File: src/rtl/sadl_pkg.sv
// Package for the sensor average and dead-zone LED block.
// Holds the field widths and the fixed constants for the percent and ratio tests.
// No dependencies.
package sadl_pkg;

  // Field widths.
  localparam int unsigned SAMPLE_W = 10;
  localparam int unsigned PCT_W    = 7;

  // Light percent mapping: range 100 to 1000, clamped near both ends.
  localparam int unsigned LIGHT_FLOOR = 100;
  localparam int unsigned PCT_LOW     = 5;
  localparam int unsigned PCT_HIGH    = 95;
  localparam int unsigned PCT_FULL    = 100;

  // (x * 100) / 900 equals x / 9. That is done as a multiply by a rounded-up
  // reciprocal, which is exact for every x below 2**SAMPLE_W.
  localparam int unsigned DIV9_SHIFT = SAMPLE_W + 4;
  localparam int unsigned DIV9_MULT  = ((1 << DIV9_SHIFT) + 8) / 9;
  localparam int unsigned DIV9_MW    = $clog2(DIV9_MULT + 1);

  // Ratio tests as integer cross products (average side, baseline side).
  localparam int unsigned LIGHT_ON_A  = 5;   // 5a >= 9b
  localparam int unsigned LIGHT_ON_B  = 9;
  localparam int unsigned LIGHT_OFF_A = 5;   // 5a <= 6b
  localparam int unsigned LIGHT_OFF_B = 6;
  localparam int unsigned TOUCH_OFF_A = 10;  // 10a >= 9b
  localparam int unsigned TOUCH_OFF_B = 9;
  localparam int unsigned TOUCH_ON_A  = 10;  // 10a <= 7b
  localparam int unsigned TOUCH_ON_B  = 7;
  localparam int unsigned TEMP_ON_A   = 100; // 100a > 103b
  localparam int unsigned TEMP_ON_B   = 103;

  // Widths of the cross products.
  localparam int unsigned LT_PROD_W = 14;
  localparam int unsigned TP_PROD_W = 17;

endpackage

File: src/rtl/sadl_if.sv
// Handshake channels of the sensor average block: sample beats in, result beats out.
// Depends on sadl_pkg for the field widths.
interface sadl_in_if;
  logic                              valid;
  logic                              ready;
  logic [sadl_pkg::SAMPLE_W-1:0]     light_sample;
  logic [sadl_pkg::SAMPLE_W-1:0]     touch_sample;
  logic [sadl_pkg::SAMPLE_W-1:0]     temp_sample;

  modport source (output valid, output light_sample, output touch_sample,
                  output temp_sample, input ready);
  modport sink   (input valid, input light_sample, input touch_sample,
                  input temp_sample, output ready);
endinterface

interface sadl_out_if;
  logic                              valid;
  logic                              ready;
  logic [sadl_pkg::PCT_W-1:0]        dim_percent;
  logic                              light_led;
  logic                              temp_led;
  logic                              touch_led;
  logic [sadl_pkg::SAMPLE_W-1:0]     light_average;
  logic [sadl_pkg::SAMPLE_W-1:0]     touch_average;
  logic [sadl_pkg::SAMPLE_W-1:0]     temp_average;

  modport source (output valid, output dim_percent, output light_led,
                  output temp_led, output touch_led, output light_average,
                  output touch_average, output temp_average, input ready);
  modport sink   (input valid, input dim_percent, input light_led,
                  input temp_led, input touch_led, input light_average,
                  input touch_average, input temp_average, output ready);
endinterface

File: src/rtl/sensor_average_deadzone_leds_core.sv
// Sensor average and dead-zone LED core: one sample triple per beat.
// A window's result passes the total, average and result registers (sum, divide, decide).
// Only windows after the first give a result; the first latches the baselines.
// Throughput is one sample beat per cycle while the result side keeps up.
// Asynchronous active-low reset clears counts, sums, baselines and LED states.
// Depends on sadl_pkg, sadl_if, sadl_accum, sadl_avg and sadl_decide.
module sensor_average_deadzone_leds_core #(
  parameter int unsigned SAMPLES_PER_AVERAGE = 5
) (
  input  logic       clk_i,
  input  logic       rst_ni,
  sadl_in_if.sink    sample_i,
  sadl_out_if.source result_o
);

  // The sums are sized to hold a full window of maximum samples, so they never
  // wrap; the count only has to reach the window length minus one.
  localparam int unsigned N     = SAMPLES_PER_AVERAGE;
  localparam int unsigned SUM_W = $clog2(N * ((1 << sadl_pkg::SAMPLE_W) - 1) + 1);
  localparam int unsigned CNT_W = (N > 1) ? $clog2(N) : 1;

  logic                          beat;
  logic                          tot_valid, avg_ready;
  logic [SUM_W-1:0]              light_tot, touch_tot, temp_tot;
  logic                          avg_valid, dec_free;
  logic [sadl_pkg::SAMPLE_W-1:0] light_avg, touch_avg, temp_avg;

  // A sample beat is taken whenever the window-total register is empty or will
  // move on in this cycle. Beats that do not close a window only touch the sums,
  // but gating every beat the same way keeps the ready term short.
  assign sample_i.ready = !tot_valid || avg_ready;
  assign beat           = sample_i.valid && sample_i.ready;

  // Stage one: running sums. The beat that closes a window stores the full
  // window totals and restarts the sums from zero.
  sadl_accum #(
    .N     (N),
    .SUM_W (SUM_W),
    .CNT_W (CNT_W)
  ) u_accum (
    .clk_i       (clk_i),
    .rst_ni      (rst_ni),
    .beat_i      (beat),
    .light_i     (sample_i.light_sample),
    .touch_i     (sample_i.touch_sample),
    .temp_i      (sample_i.temp_sample),
    .adv_i       (avg_ready),
    .valid_o     (tot_valid),
    .light_tot_o (light_tot),
    .touch_tot_o (touch_tot),
    .temp_tot_o  (temp_tot)
  );

  // Stage two: truncating division by the window length, done as a multiply by
  // a rounded-up reciprocal, with the three averages registered.
  sadl_avg #(
    .N     (N),
    .SUM_W (SUM_W)
  ) u_avg (
    .clk_i       (clk_i),
    .rst_ni      (rst_ni),
    .valid_i     (tot_valid),
    .adv_i       (dec_free),
    .light_tot_i (light_tot),
    .touch_tot_i (touch_tot),
    .temp_tot_i  (temp_tot),
    .ready_o     (avg_ready),
    .valid_o     (avg_valid),
    .light_avg_o (light_avg),
    .touch_avg_o (touch_avg),
    .temp_avg_o  (temp_avg)
  );

  // Stage three: the first average sets the baselines and is dropped. Later
  // averages run the cross-product ratio tests, update the light and touch
  // dead-zone states and fill the result register, which holds a result until
  // the sink takes it; the earlier stages go on only until their registers fill.
  sadl_decide u_decide (
    .clk_i       (clk_i),
    .rst_ni      (rst_ni),
    .valid_i     (avg_valid),
    .light_avg_i (light_avg),
    .touch_avg_i (touch_avg),
    .temp_avg_i  (temp_avg),
    .free_o      (dec_free),
    .result_o    (result_o)
  );

endmodule

File: src/rtl/sadl_accum.sv
// Window accumulator: running sums of the three channels and the window count.
// Depends on sadl_pkg for the sample width.
module sadl_accum #(
  parameter int unsigned N     = 5,
  parameter int unsigned SUM_W = 13,
  parameter int unsigned CNT_W = 3
) (
  input  logic                          clk_i,
  input  logic                          rst_ni,
  input  logic                          beat_i,
  input  logic [sadl_pkg::SAMPLE_W-1:0] light_i,
  input  logic [sadl_pkg::SAMPLE_W-1:0] touch_i,
  input  logic [sadl_pkg::SAMPLE_W-1:0] temp_i,
  input  logic                          adv_i,
  output logic                          valid_o,
  output logic [SUM_W-1:0]              light_tot_o,
  output logic [SUM_W-1:0]              touch_tot_o,
  output logic [SUM_W-1:0]              temp_tot_o
);

  logic [CNT_W-1:0] cnt_q, cnt_d;
  logic [SUM_W-1:0] light_sum_q, light_sum_d, touch_sum_q, touch_sum_d;
  logic [SUM_W-1:0] temp_sum_q, temp_sum_d;
  logic [SUM_W-1:0] light_add, touch_add, temp_add;
  logic [SUM_W-1:0] light_tot_q, touch_tot_q, temp_tot_q;
  logic             valid_q, valid_d;
  logic             last;

  assign light_add = light_sum_q + SUM_W'(light_i);
  assign touch_add = touch_sum_q + SUM_W'(touch_i);
  assign temp_add  = temp_sum_q + SUM_W'(temp_i);
  assign last      = (cnt_q == CNT_W'(N - 1));

  always_comb begin
    cnt_d       = cnt_q;
    light_sum_d = light_sum_q;
    touch_sum_d = touch_sum_q;
    temp_sum_d  = temp_sum_q;
    valid_d     = valid_q && !adv_i;
    if (beat_i) begin
      if (last) begin
        cnt_d       = '0;
        light_sum_d = '0;
        touch_sum_d = '0;
        temp_sum_d  = '0;
        valid_d     = 1'b1;
      end else begin
        cnt_d       = cnt_q + CNT_W'(1);
        light_sum_d = light_add;
        touch_sum_d = touch_add;
        temp_sum_d  = temp_add;
      end
    end
  end

  always_ff @(posedge clk_i or negedge rst_ni) begin
    if (!rst_ni) begin
      cnt_q       <= '0;
      light_sum_q <= '0;
      touch_sum_q <= '0;
      temp_sum_q  <= '0;
      valid_q     <= 1'b0;
    end else begin
      cnt_q       <= cnt_d;
      light_sum_q <= light_sum_d;
      touch_sum_q <= touch_sum_d;
      temp_sum_q  <= temp_sum_d;
      valid_q     <= valid_d;
    end
  end

  always_ff @(posedge clk_i) begin
    if (beat_i && last) begin
      light_tot_q <= light_add;
      touch_tot_q <= touch_add;
      temp_tot_q  <= temp_add;
    end
  end

  assign valid_o     = valid_q;
  assign light_tot_o = light_tot_q;
  assign touch_tot_o = touch_tot_q;
  assign temp_tot_o  = temp_tot_q;

endmodule

File: src/rtl/sadl_avg.sv
// Averaging stage: divides the window totals by the window length with a
// reciprocal multiply. Depends on sadl_pkg for the sample width.
module sadl_avg #(
  parameter int unsigned N     = 5,
  parameter int unsigned SUM_W = 13
) (
  input  logic                          clk_i,
  input  logic                          rst_ni,
  input  logic                          valid_i,
  input  logic                          adv_i,
  input  logic [SUM_W-1:0]              light_tot_i,
  input  logic [SUM_W-1:0]              touch_tot_i,
  input  logic [SUM_W-1:0]              temp_tot_i,
  output logic                          ready_o,
  output logic                          valid_o,
  output logic [sadl_pkg::SAMPLE_W-1:0] light_avg_o,
  output logic [sadl_pkg::SAMPLE_W-1:0] touch_avg_o,
  output logic [sadl_pkg::SAMPLE_W-1:0] temp_avg_o
);

  // Rounded-up reciprocal; exact floor for every total below 2**SUM_W.
  localparam int unsigned SHIFT  = SUM_W + $clog2(N);
  localparam longint unsigned MULT = ((64'd1 << SHIFT) + N - 1) / N;
  localparam int unsigned MULT_W = SHIFT + 1;
  localparam int unsigned PROD_W = SUM_W + MULT_W;

  logic [PROD_W-1:0]             light_prod, touch_prod, temp_prod;
  logic [sadl_pkg::SAMPLE_W-1:0] light_avg_q, touch_avg_q, temp_avg_q;
  logic                          valid_q;
  logic                          take;

  assign light_prod = PROD_W'(light_tot_i) * PROD_W'(MULT_W'(MULT));
  assign touch_prod = PROD_W'(touch_tot_i) * PROD_W'(MULT_W'(MULT));
  assign temp_prod  = PROD_W'(temp_tot_i) * PROD_W'(MULT_W'(MULT));

  assign ready_o = !valid_q || adv_i;
  assign take    = valid_i && ready_o;

  always_ff @(posedge clk_i or negedge rst_ni) begin
    if (!rst_ni) begin
      valid_q <= 1'b0;
    end else if (ready_o) begin
      valid_q <= valid_i;
    end
  end

  always_ff @(posedge clk_i) begin
    if (take) begin
      light_avg_q <= light_prod[SHIFT +: sadl_pkg::SAMPLE_W];
      touch_avg_q <= touch_prod[SHIFT +: sadl_pkg::SAMPLE_W];
      temp_avg_q  <= temp_prod[SHIFT +: sadl_pkg::SAMPLE_W];
    end
  end

  assign valid_o     = valid_q;
  assign light_avg_o = light_avg_q;
  assign touch_avg_o = touch_avg_q;
  assign temp_avg_o  = temp_avg_q;

endmodule

File: src/rtl/sadl_decide.sv
// Decision stage: baseline latch, dead-zone LED states, light percent and the
// result register. Depends on sadl_pkg and the sadl_out_if channel.
module sadl_decide (
  input  logic                          clk_i,
  input  logic                          rst_ni,
  input  logic                          valid_i,
  input  logic [sadl_pkg::SAMPLE_W-1:0] light_avg_i,
  input  logic [sadl_pkg::SAMPLE_W-1:0] touch_avg_i,
  input  logic [sadl_pkg::SAMPLE_W-1:0] temp_avg_i,
  output logic                          free_o,
  sadl_out_if.source                    result_o
);

  localparam int unsigned SW  = sadl_pkg::SAMPLE_W;
  localparam int unsigned LW  = sadl_pkg::LT_PROD_W;
  localparam int unsigned TW  = sadl_pkg::TP_PROD_W;
  localparam int unsigned QPW = SW + sadl_pkg::DIV9_MW;

  logic          base_valid_q;
  logic [SW-1:0] light_base_q, touch_base_q, temp_base_q;
  logic          light_st_q, light_st_d, touch_st_q, touch_st_d;
  logic          out_valid_q;
  logic          fire, emit;
  logic          light_on, light_off, touch_on, touch_off, temp_on;
  logic [SW-1:0] light_ofs;
  logic [QPW-1:0] q_prod;
  logic [sadl_pkg::PCT_W-1:0] q, pct;

  logic [sadl_pkg::PCT_W-1:0] pct_q;
  logic          light_led_q, temp_led_q, touch_led_q;
  logic [SW-1:0] light_avg_q, touch_avg_q, temp_avg_q;

  assign free_o = !out_valid_q || result_o.ready;
  assign fire   = valid_i && free_o;
  assign emit   = fire && base_valid_q;

  // Ratio tests against the baselines.
  assign light_on  = LW'(sadl_pkg::LIGHT_ON_A) * LW'(light_avg_i)
                     >= LW'(sadl_pkg::LIGHT_ON_B) * LW'(light_base_q);
  assign light_off = LW'(sadl_pkg::LIGHT_OFF_A) * LW'(light_avg_i)
                     <= LW'(sadl_pkg::LIGHT_OFF_B) * LW'(light_base_q);
  assign touch_off = LW'(sadl_pkg::TOUCH_OFF_A) * LW'(touch_avg_i)
                     >= LW'(sadl_pkg::TOUCH_OFF_B) * LW'(touch_base_q);
  assign touch_on  = LW'(sadl_pkg::TOUCH_ON_A) * LW'(touch_avg_i)
                     <= LW'(sadl_pkg::TOUCH_ON_B) * LW'(touch_base_q);
  assign temp_on   = TW'(sadl_pkg::TEMP_ON_A) * TW'(temp_avg_i)
                     > TW'(sadl_pkg::TEMP_ON_B) * TW'(temp_base_q);

  // The light turns off when both tests hold; the touch LED turns on.
  assign light_st_d = light_off ? 1'b0 : (light_on ? 1'b1 : light_st_q);
  assign touch_st_d = touch_on ? 1'b1 : (touch_off ? 1'b0 : touch_st_q);

  // Light percent: (avg - 100) / 9, with both ends clamped.
  assign light_ofs = light_avg_i - SW'(sadl_pkg::LIGHT_FLOOR);
  assign q_prod    = QPW'(light_ofs) * QPW'(sadl_pkg::DIV9_MULT);
  assign q         = q_prod[sadl_pkg::DIV9_SHIFT +: sadl_pkg::PCT_W];

  always_comb begin
    if (light_avg_i < SW'(sadl_pkg::LIGHT_FLOOR)) begin
      pct = '0;
    end else if (q <= sadl_pkg::PCT_W'(sadl_pkg::PCT_LOW)) begin
      pct = '0;
    end else if (q >= sadl_pkg::PCT_W'(sadl_pkg::PCT_HIGH)) begin
      pct = sadl_pkg::PCT_W'(sadl_pkg::PCT_FULL);
    end else begin
      pct = q;
    end
  end

  always_ff @(posedge clk_i or negedge rst_ni) begin
    if (!rst_ni) begin
      base_valid_q <= 1'b0;
      light_base_q <= '0;
      touch_base_q <= '0;
      temp_base_q  <= '0;
      light_st_q   <= 1'b0;
      touch_st_q   <= 1'b0;
      out_valid_q  <= 1'b0;
    end else begin
      if (fire && !base_valid_q) begin
        base_valid_q <= 1'b1;
        light_base_q <= light_avg_i;
        touch_base_q <= touch_avg_i;
        temp_base_q  <= temp_avg_i;
      end
      if (emit) begin
        light_st_q <= light_st_d;
        touch_st_q <= touch_st_d;
      end
      if (free_o) begin
        out_valid_q <= emit;
      end
    end
  end

  always_ff @(posedge clk_i) begin
    if (emit) begin
      pct_q       <= pct;
      light_led_q <= light_st_d;
      temp_led_q  <= temp_on;
      touch_led_q <= touch_st_d;
      light_avg_q <= light_avg_i;
      touch_avg_q <= touch_avg_i;
      temp_avg_q  <= temp_avg_i;
    end
  end

  assign result_o.valid         = out_valid_q;
  assign result_o.dim_percent   = pct_q;
  assign result_o.light_led     = light_led_q;
  assign result_o.temp_led      = temp_led_q;
  assign result_o.touch_led     = touch_led_q;
  assign result_o.light_average = light_avg_q;
  assign result_o.touch_average = touch_avg_q;
  assign result_o.temp_average  = temp_avg_q;

endmodule
File: src/flat_wrapper.sv
// flat-port wrapper written by rule: the top's interface ports become plain ports
module sensor_average_deadzone_leds_core_flat 
#(
  parameter int unsigned SAMPLES_PER_AVERAGE = 5
)
  (clk_i, rst_ni, sample_i_valid, sample_i_light_sample, sample_i_touch_sample, sample_i_temp_sample, sample_i_ready, result_o_valid, result_o_dim_percent, result_o_light_led, result_o_temp_led, result_o_touch_led, result_o_light_average, result_o_touch_average, result_o_temp_average, result_o_ready);
  sadl_in_if sample_i_i ();
  sadl_out_if result_o_i ();
  input  logic clk_i;
  input  logic rst_ni;
  input wire logic [$bits(sample_i_i.valid)-1:0] sample_i_valid;
  input wire logic [$bits(sample_i_i.light_sample)-1:0] sample_i_light_sample;
  input wire logic [$bits(sample_i_i.touch_sample)-1:0] sample_i_touch_sample;
  input wire logic [$bits(sample_i_i.temp_sample)-1:0] sample_i_temp_sample;
  output wire logic [$bits(sample_i_i.ready)-1:0] sample_i_ready;
  output wire logic [$bits(result_o_i.valid)-1:0] result_o_valid;
  output wire logic [$bits(result_o_i.dim_percent)-1:0] result_o_dim_percent;
  output wire logic [$bits(result_o_i.light_led)-1:0] result_o_light_led;
  output wire logic [$bits(result_o_i.temp_led)-1:0] result_o_temp_led;
  output wire logic [$bits(result_o_i.touch_led)-1:0] result_o_touch_led;
  output wire logic [$bits(result_o_i.light_average)-1:0] result_o_light_average;
  output wire logic [$bits(result_o_i.touch_average)-1:0] result_o_touch_average;
  output wire logic [$bits(result_o_i.temp_average)-1:0] result_o_temp_average;
  input wire logic [$bits(result_o_i.ready)-1:0] result_o_ready;
  assign sample_i_i.valid = sample_i_valid;
  assign sample_i_i.light_sample = sample_i_light_sample;
  assign sample_i_i.touch_sample = sample_i_touch_sample;
  assign sample_i_i.temp_sample = sample_i_temp_sample;
  assign sample_i_ready = sample_i_i.ready;
  assign result_o_valid = result_o_i.valid;
  assign result_o_dim_percent = result_o_i.dim_percent;
  assign result_o_light_led = result_o_i.light_led;
  assign result_o_temp_led = result_o_i.temp_led;
  assign result_o_touch_led = result_o_i.touch_led;
  assign result_o_light_average = result_o_i.light_average;
  assign result_o_touch_average = result_o_i.touch_average;
  assign result_o_temp_average = result_o_i.temp_average;
  assign result_o_i.ready = result_o_ready;
  sensor_average_deadzone_leds_core #(.SAMPLES_PER_AVERAGE(SAMPLES_PER_AVERAGE)) u_core (.clk_i(clk_i), .rst_ni(rst_ni), .sample_i(sample_i_i), .result_o(result_o_i));
endmodule
File: config.mk
export PLATFORM = sky130hd
export DESIGN_NAME = sensor_average_deadzone_leds_core_flat
export DESIGN_NICKNAME = d
export VERILOG_FILES = /design/src/rtl/sadl_pkg.sv /design/src/rtl/sadl_if.sv /design/src/rtl/sensor_average_deadzone_leds_core.sv /design/src/rtl/sadl_accum.sv /design/src/rtl/sadl_avg.sv /design/src/rtl/sadl_decide.sv /design/src/flat_wrapper.sv
export SDC_FILE = /design/constraint.sdc
export NUM_CORES = 1
export LEC_CHECK = 0
export BUFFER_PORTS_ARGS = -buffer_cell sky130_fd_sc_hd__buf_2
export CAP_MARGIN = 20
export CORE_UTILIZATION = 25
export DETAILED_ROUTE_END_ITERATION = 8
export GPL_ROUTABILITY_DRIVEN = 0
export PLACE_DENSITY = 0.44
export SLEW_MARGIN = 20
export SYNTH_ARGS = -nofsm -noshare
export SYNTH_HDL_FRONTEND = slang
export SYNTH_SLANG_ARGS = --single-unit
File: constraint.sdc
create_clock -name clk_i -period 8.54 [get_ports clk_i]
set_input_delay 1.708 -clock clk_i [delete_from_list [all_inputs] [get_ports clk_i]]
set_output_delay 1.708 -clock clk_i [all_outputs]
set_load 0.01 [all_outputs]
==> results_tabular.tex <==
\begin{tabular}{lr}
\hline
Metric & Value \\
\hline
\multicolumn{2}{l}{\textbf{Floorplanning}} \\
\quad Starting density of the core & 25.4\% \\
\quad Width of the die & 308 um \\
\quad Placement row count & $\sim$110 \\
\quad Height of the chip & 308 um \\
\quad Core area & 92200 um\^{}2 \\
\quad Floorplan die area & about 95000 um\^{}2 \\
\quad I/O Pins & 76 \\
\multicolumn{2}{l}{\textbf{Logic synthesis}} \\
\quad Post-synthesis instance area & about 23000 um\^{}2 \\
\quad Average cell area after synthesis & 10.4 um\^{}2 \\
\quad Number of enable-type register cells in the synthesized netlist & 109 \\
\quad Post-synthesis net count & just over 3000 \\
\quad \#FFs+latches synth & between 150 and 200 \\
\quad Number of different library cells in the post-synthesis netlist & 57 \\
\quad Share of the yosys chip area belonging to registers & between 20\% and 30\% \\
\quad Synth area leaders & sky130\_fd\_sc\_hd\_\_ha\_1 31\%, sky130\_fd\_sc\_hd\_\_fa\_1 17\%, sky130\_fd\_sc\_hd\_\_edfxtp\_1 14\%, sky130\_fd\_sc\_hd\_\_dfrtp\_1 8.3\%, sky130\_fd\_sc\_hd\_\_inv\_1 7.3\% \\
\quad Library cell with the largest summed area after synthesis & sky130\_fd\_sc\_hd\_\_ha\_1 \\
\quad Dominant synthesized flop cell & sky130\_fd\_sc\_hd\_\_edfxtp\_1 \\
\quad FFs w/ async S/R, synth & about two fifths \\
\quad Number of instances in the synthesized netlist & 2244 \\
\quad Number of warning messages in the yosys log & 0 \\
\quad Share of Yosys cell area claimed by the top area cell type & 30.9\% \\
\multicolumn{2}{l}{\textbf{Route}} \\
\quad Final wirelength & 49900 um \\
\quad Top layer used by detailed routing & met5 \\
\quad Remaining antenna violation count & 0 \\
\quad Met1 wire length & 25100 um \\
\quad Met2 wire length & 22900 um \\
\quad WL per Instance & 13.9 um \\
\quad Iteration-0 DRC Markers & approximately 420 \\
\quad DR vias & 15300 \\
\quad Met3 routed WL & 1190 um \\
\quad Number of detailed-route iterations in the first pass & 5 \\
\quad Detail-routed via count per cell & 4.28 \\
\quad DRC & 0 \\
\multicolumn{2}{l}{\textbf{Run status}} \\
\quad Outcome & finished, final reports clean \\
\multicolumn{2}{l}{\textbf{Final layout}} \\
\quad Fin cells & 3587 \\
\quad Layout-stage area growth over the synthesis result & 10.9\% \\
\quad Layout cell share with drive strength beyond 1 & 6.23\% \\
\quad Number of nets at the end of the flow & approximately 3100 \\
\quad Number of fill cells & 9664 \\
\quad Diode insertion count for antenna repair & 0 \\
\quad Area used by sequential logic in the layout & $\sim$5200 um\^{}2 \\
\quad Final design area excluding fillers & 26000 um\^{}2 \\
\quad Total area of multi-input combinational cells & roughly 16000 um\^{}2 \\
\multicolumn{2}{l}{\textbf{STA}} \\
\quad Worst Hold Margin & between 0.5 and 0.6 ns \\
\quad Max Clk Rate & 145 MHz \\
\quad Post-layout minimum cycle time & 6.90 ns \\
\quad Number of failing hold endpoints at the final stage & 0 \\
\quad Slew margin rel. & roughly two fifths \\
\quad Setup repair after global routing missed its margin & no \\
\quad Post-Route Skew & between 0.02 and 0.025 ns \\
\quad Transition time at the pin with the least slew margin & between 0.8 and 0.9 ns \\
\quad Fin crit share & 80.8\% \\
\quad Final TNS setup & 0 ns \\
\quad Final-report max-slew violation count & 0 \\
\quad Final setup violation count & 0 \\
\multicolumn{2}{l}{\textbf{GRT}} \\
\quad Leftover overflow at the end of global routing & 0 \\
\quad Number of antenna violations at the first check in global routing & 3 \\
\quad Pin count of the biggest net entering global routing & 45 \\
\quad Overall global routing resource usage & 11.1\% \\
\quad Number of global-route vias before repair & 16400 \\
\quad Global-route wire length before repair & 84500 um \\
\multicolumn{2}{l}{\textbf{CTS}} \\
\quad CTS clk-pin slew, worst paths & 0.08 ns \\
\quad Total CTS buffers & 17 \\
\quad Clock root buffer & sky130\_fd\_sc\_hd\_\_clkbuf\_16 \\
\quad Depth of the CTS H-tree & 4 \\
\quad Number of buffers between clock root and the deepest sink & 2 \\
\quad Cts repair resizes & 0 \\
\quad \# hold bufs at CTS & 0 \\
\quad Post-CTS setup buffer count & 0 \\
\quad Clock sink total & between 150 and 200 \\
\quad Skew-Pair Late Insertion Delay & about 0.5 ns \\
\quad Clock tree from TritonCTS & yes \\
\multicolumn{2}{l}{\textbf{Worst setup path}} \\
\quad Critical setup path kind & register to register \\
\quad Critical path arrival & just over 7 ns \\
\quad Endpoint class of the critical path & register \\
\quad CP Data Required Time & $\sim$8.8 ns \\
\quad Beginning of the worst register-to-register path & u\_core.u\_avg.light\_avg\_o[2] \\
\quad Critical path origin & u\_core.u\_avg.light\_avg\_o[2] \\
\quad Largest fanout of any net on the critical path & 10 \\
\quad Element type at the critical path start & register \\
\multicolumn{2}{l}{\textbf{Run}} \\
\quad Max-cap violation count & 0 \\
\multicolumn{2}{l}{\textbf{Placed design}} \\
\quad Post-Place Cells & about 3600 \\
\quad Post-detailed-placement cell area & 25400 um\^{}2 \\
\quad Hpwl dp & 41600 um \\
\quad IO buf count & 75 \\
\multicolumn{2}{l}{\textbf{Min path}} \\
\quad Origin of the worst min-delay path & u\_core.u\_accum.temp\_sum\_q[8] \\
\quad Class of the tightest hold or removal check & register to register \\
\hline
\end{tabular}
==> stage by stage <==
stage                     util, %  worst slack (ns)
after floorplan                 -              2.31
after global placement       27.5              1.78
after detailed placement     27.5              1.60
after CTS                    28.2              1.58
after global routing         28.2              1.06
final                        28.2              1.64
==> cell families after synthesis <==
group                      Yosys count  synth area share (%)
adders and majority gates          776                  47.7
buffers and inverters              466                  7.46
AOI/OAI and AO/OA                  370                  10.2
and+or+nand+nor                    277                  5.91
DFF                                187                  22.3
xor gates and xnor gates           151                  5.64
muxes                               17                 0.811
==> Yosys cell counts, types with 42 or more instances <==
cell type,count
sky130_fd_sc_hd__ha_1,579
sky130_fd_sc_hd__nand2_1,64
sky130_fd_sc_hd__a21o_1,43
sky130_fd_sc_hd__inv_1,453
sky130_fd_sc_hd__xnor2_1,109
sky130_fd_sc_hd__edfxtp_1,109
sky130_fd_sc_hd__nor2_1,66
sky130_fd_sc_hd__xor2_1,42
sky130_fd_sc_hd__o21ai_0,82
sky130_fd_sc_hd__dfrtp_1,78
sky130_fd_sc_hd__fa_1,197
sky130_fd_sc_hd__a21oi_1,103
==> per-layer routing <==
metal / global-route usage [%] / up-vias
met5: 0 / -
met4: 2.90 / 6
met3: 1.77 / 35
met2: 18.4 / 115
met1: 14.9 / 7402
li1: - / 7789
==> final cells by class <==
cell class              instances  area share, %
multi-input cells            1591           63.4
inverters                     453           6.54
repair buffers                 81           1.67
well taps                    1243           5.98
clock inverters                12          0.481
flip-flops and latches        187           20.1
clock buffers                  20           1.80
==> placed cells by master (no fill, tap or decap), types with 64 or more instances in the layout <==
master / instances
sky130_fd_sc_hd__xnor2_1: 109
sky130_fd_sc_hd__dfrtp_1: 78
sky130_fd_sc_hd__nor2_1: 64
sky130_fd_sc_hd__nand2_1: 64
sky130_fd_sc_hd__ha_1: 579
sky130_fd_sc_hd__buf_2: 74
sky130_fd_sc_hd__fa_1: 197
sky130_fd_sc_hd__o21ai_0: 82
sky130_fd_sc_hd__inv_1: 452
sky130_fd_sc_hd__edfxtp_1: 109
sky130_fd_sc_hd__a21oi_1: 102
==> critical path, stage by stage (launching register included) <==
cell and delay (ns):
sky130_fd_sc_hd__edfxtp_1 0.57, sky130_fd_sc_hd__inv_1 0.17, sky130_fd_sc_hd__ha_1 0.33, sky130_fd_sc_hd__nand2b_1 0.12, sky130_fd_sc_hd__a31oi_1 0.12, sky130_fd_sc_hd__xnor2_1 0.47, sky130_fd_sc_hd__inv_1 0.19, sky130_fd_sc_hd__ha_1 0.36
sky130_fd_sc_hd__inv_1 0.06, sky130_fd_sc_hd__fa_1 0.49, sky130_fd_sc_hd__fa_1 0.54, sky130_fd_sc_hd__fa_1 0.52, sky130_fd_sc_hd__fa_1 0.52, sky130_fd_sc_hd__inv_1 0.04, sky130_fd_sc_hd__ha_1 0.33, sky130_fd_sc_hd__o21ai_0 0.17
sky130_fd_sc_hd__o211a_1 0.18, sky130_fd_sc_hd__o21ai_2 0.09, sky130_fd_sc_hd__a221oi_1 0.36, sky130_fd_sc_hd__xor2_1 0.17, sky130_fd_sc_hd__nor4_1 0.33, sky130_fd_sc_hd__a21oi_1 0.13, sky130_fd_sc_hd__o21bai_1 0.27, sky130_fd_sc_hd__nor3_1 0.09
==> worst paths after layout <==
path	endpoint	slack [ns]	cells after the start
hold reg to reg	u_core.u_accum.temp_sum_q[8]	0.52	1
max in group asynchronous	u_core.u_accum.light_sum_q[11]	6.26	2
setup / recovery	u_core.u_decide.result_o.dim_percent[0]	1.64	23
setup reg to reg	u_core.u_decide.result_o.dim_percent[0]	1.64	23
hold / removal	u_core.u_accum.temp_sum_q[8]	0.52	1
min in group asynchronous	u_core.u_accum.touch_sum_q[3]	1.23	1
==> sequential cells by signal, summed over array words and instances (netlist names), 3 cells and up <==
signal                                  cells
u_core.u_avg.touch_avg_o                   10
u_core.u_accum.temp_sum_q                  13
u_core.u_accum.touch_sum_q                 13
u_core.u_accum.light_sum_q                 13
u_core.u_avg.temp_avg_o                    10
u_core.u_decide.touch_base_q               10
u_core.u_accum.cnt_q                        3
u_core.u_decide.temp_base_q                10
u_core.u_accum.temp_tot_o                  13
u_core.u_decide.result_o.temp_average      10
u_core.u_decide.result_o.light_average     10
u_core.u_accum.touch_tot_o                 13
u_core.u_avg.light_avg_o                   10
u_core.u_accum.light_tot_o                 13
u_core.u_decide.result_o.touch_average     10
u_core.u_decide.result_o.dim_percent        7
u_core.u_decide.light_base_q               10
Power is left out: the tool's default activity adds up to more than one toggle a clock period on the data nets, which glitch-free logic cannot reach.
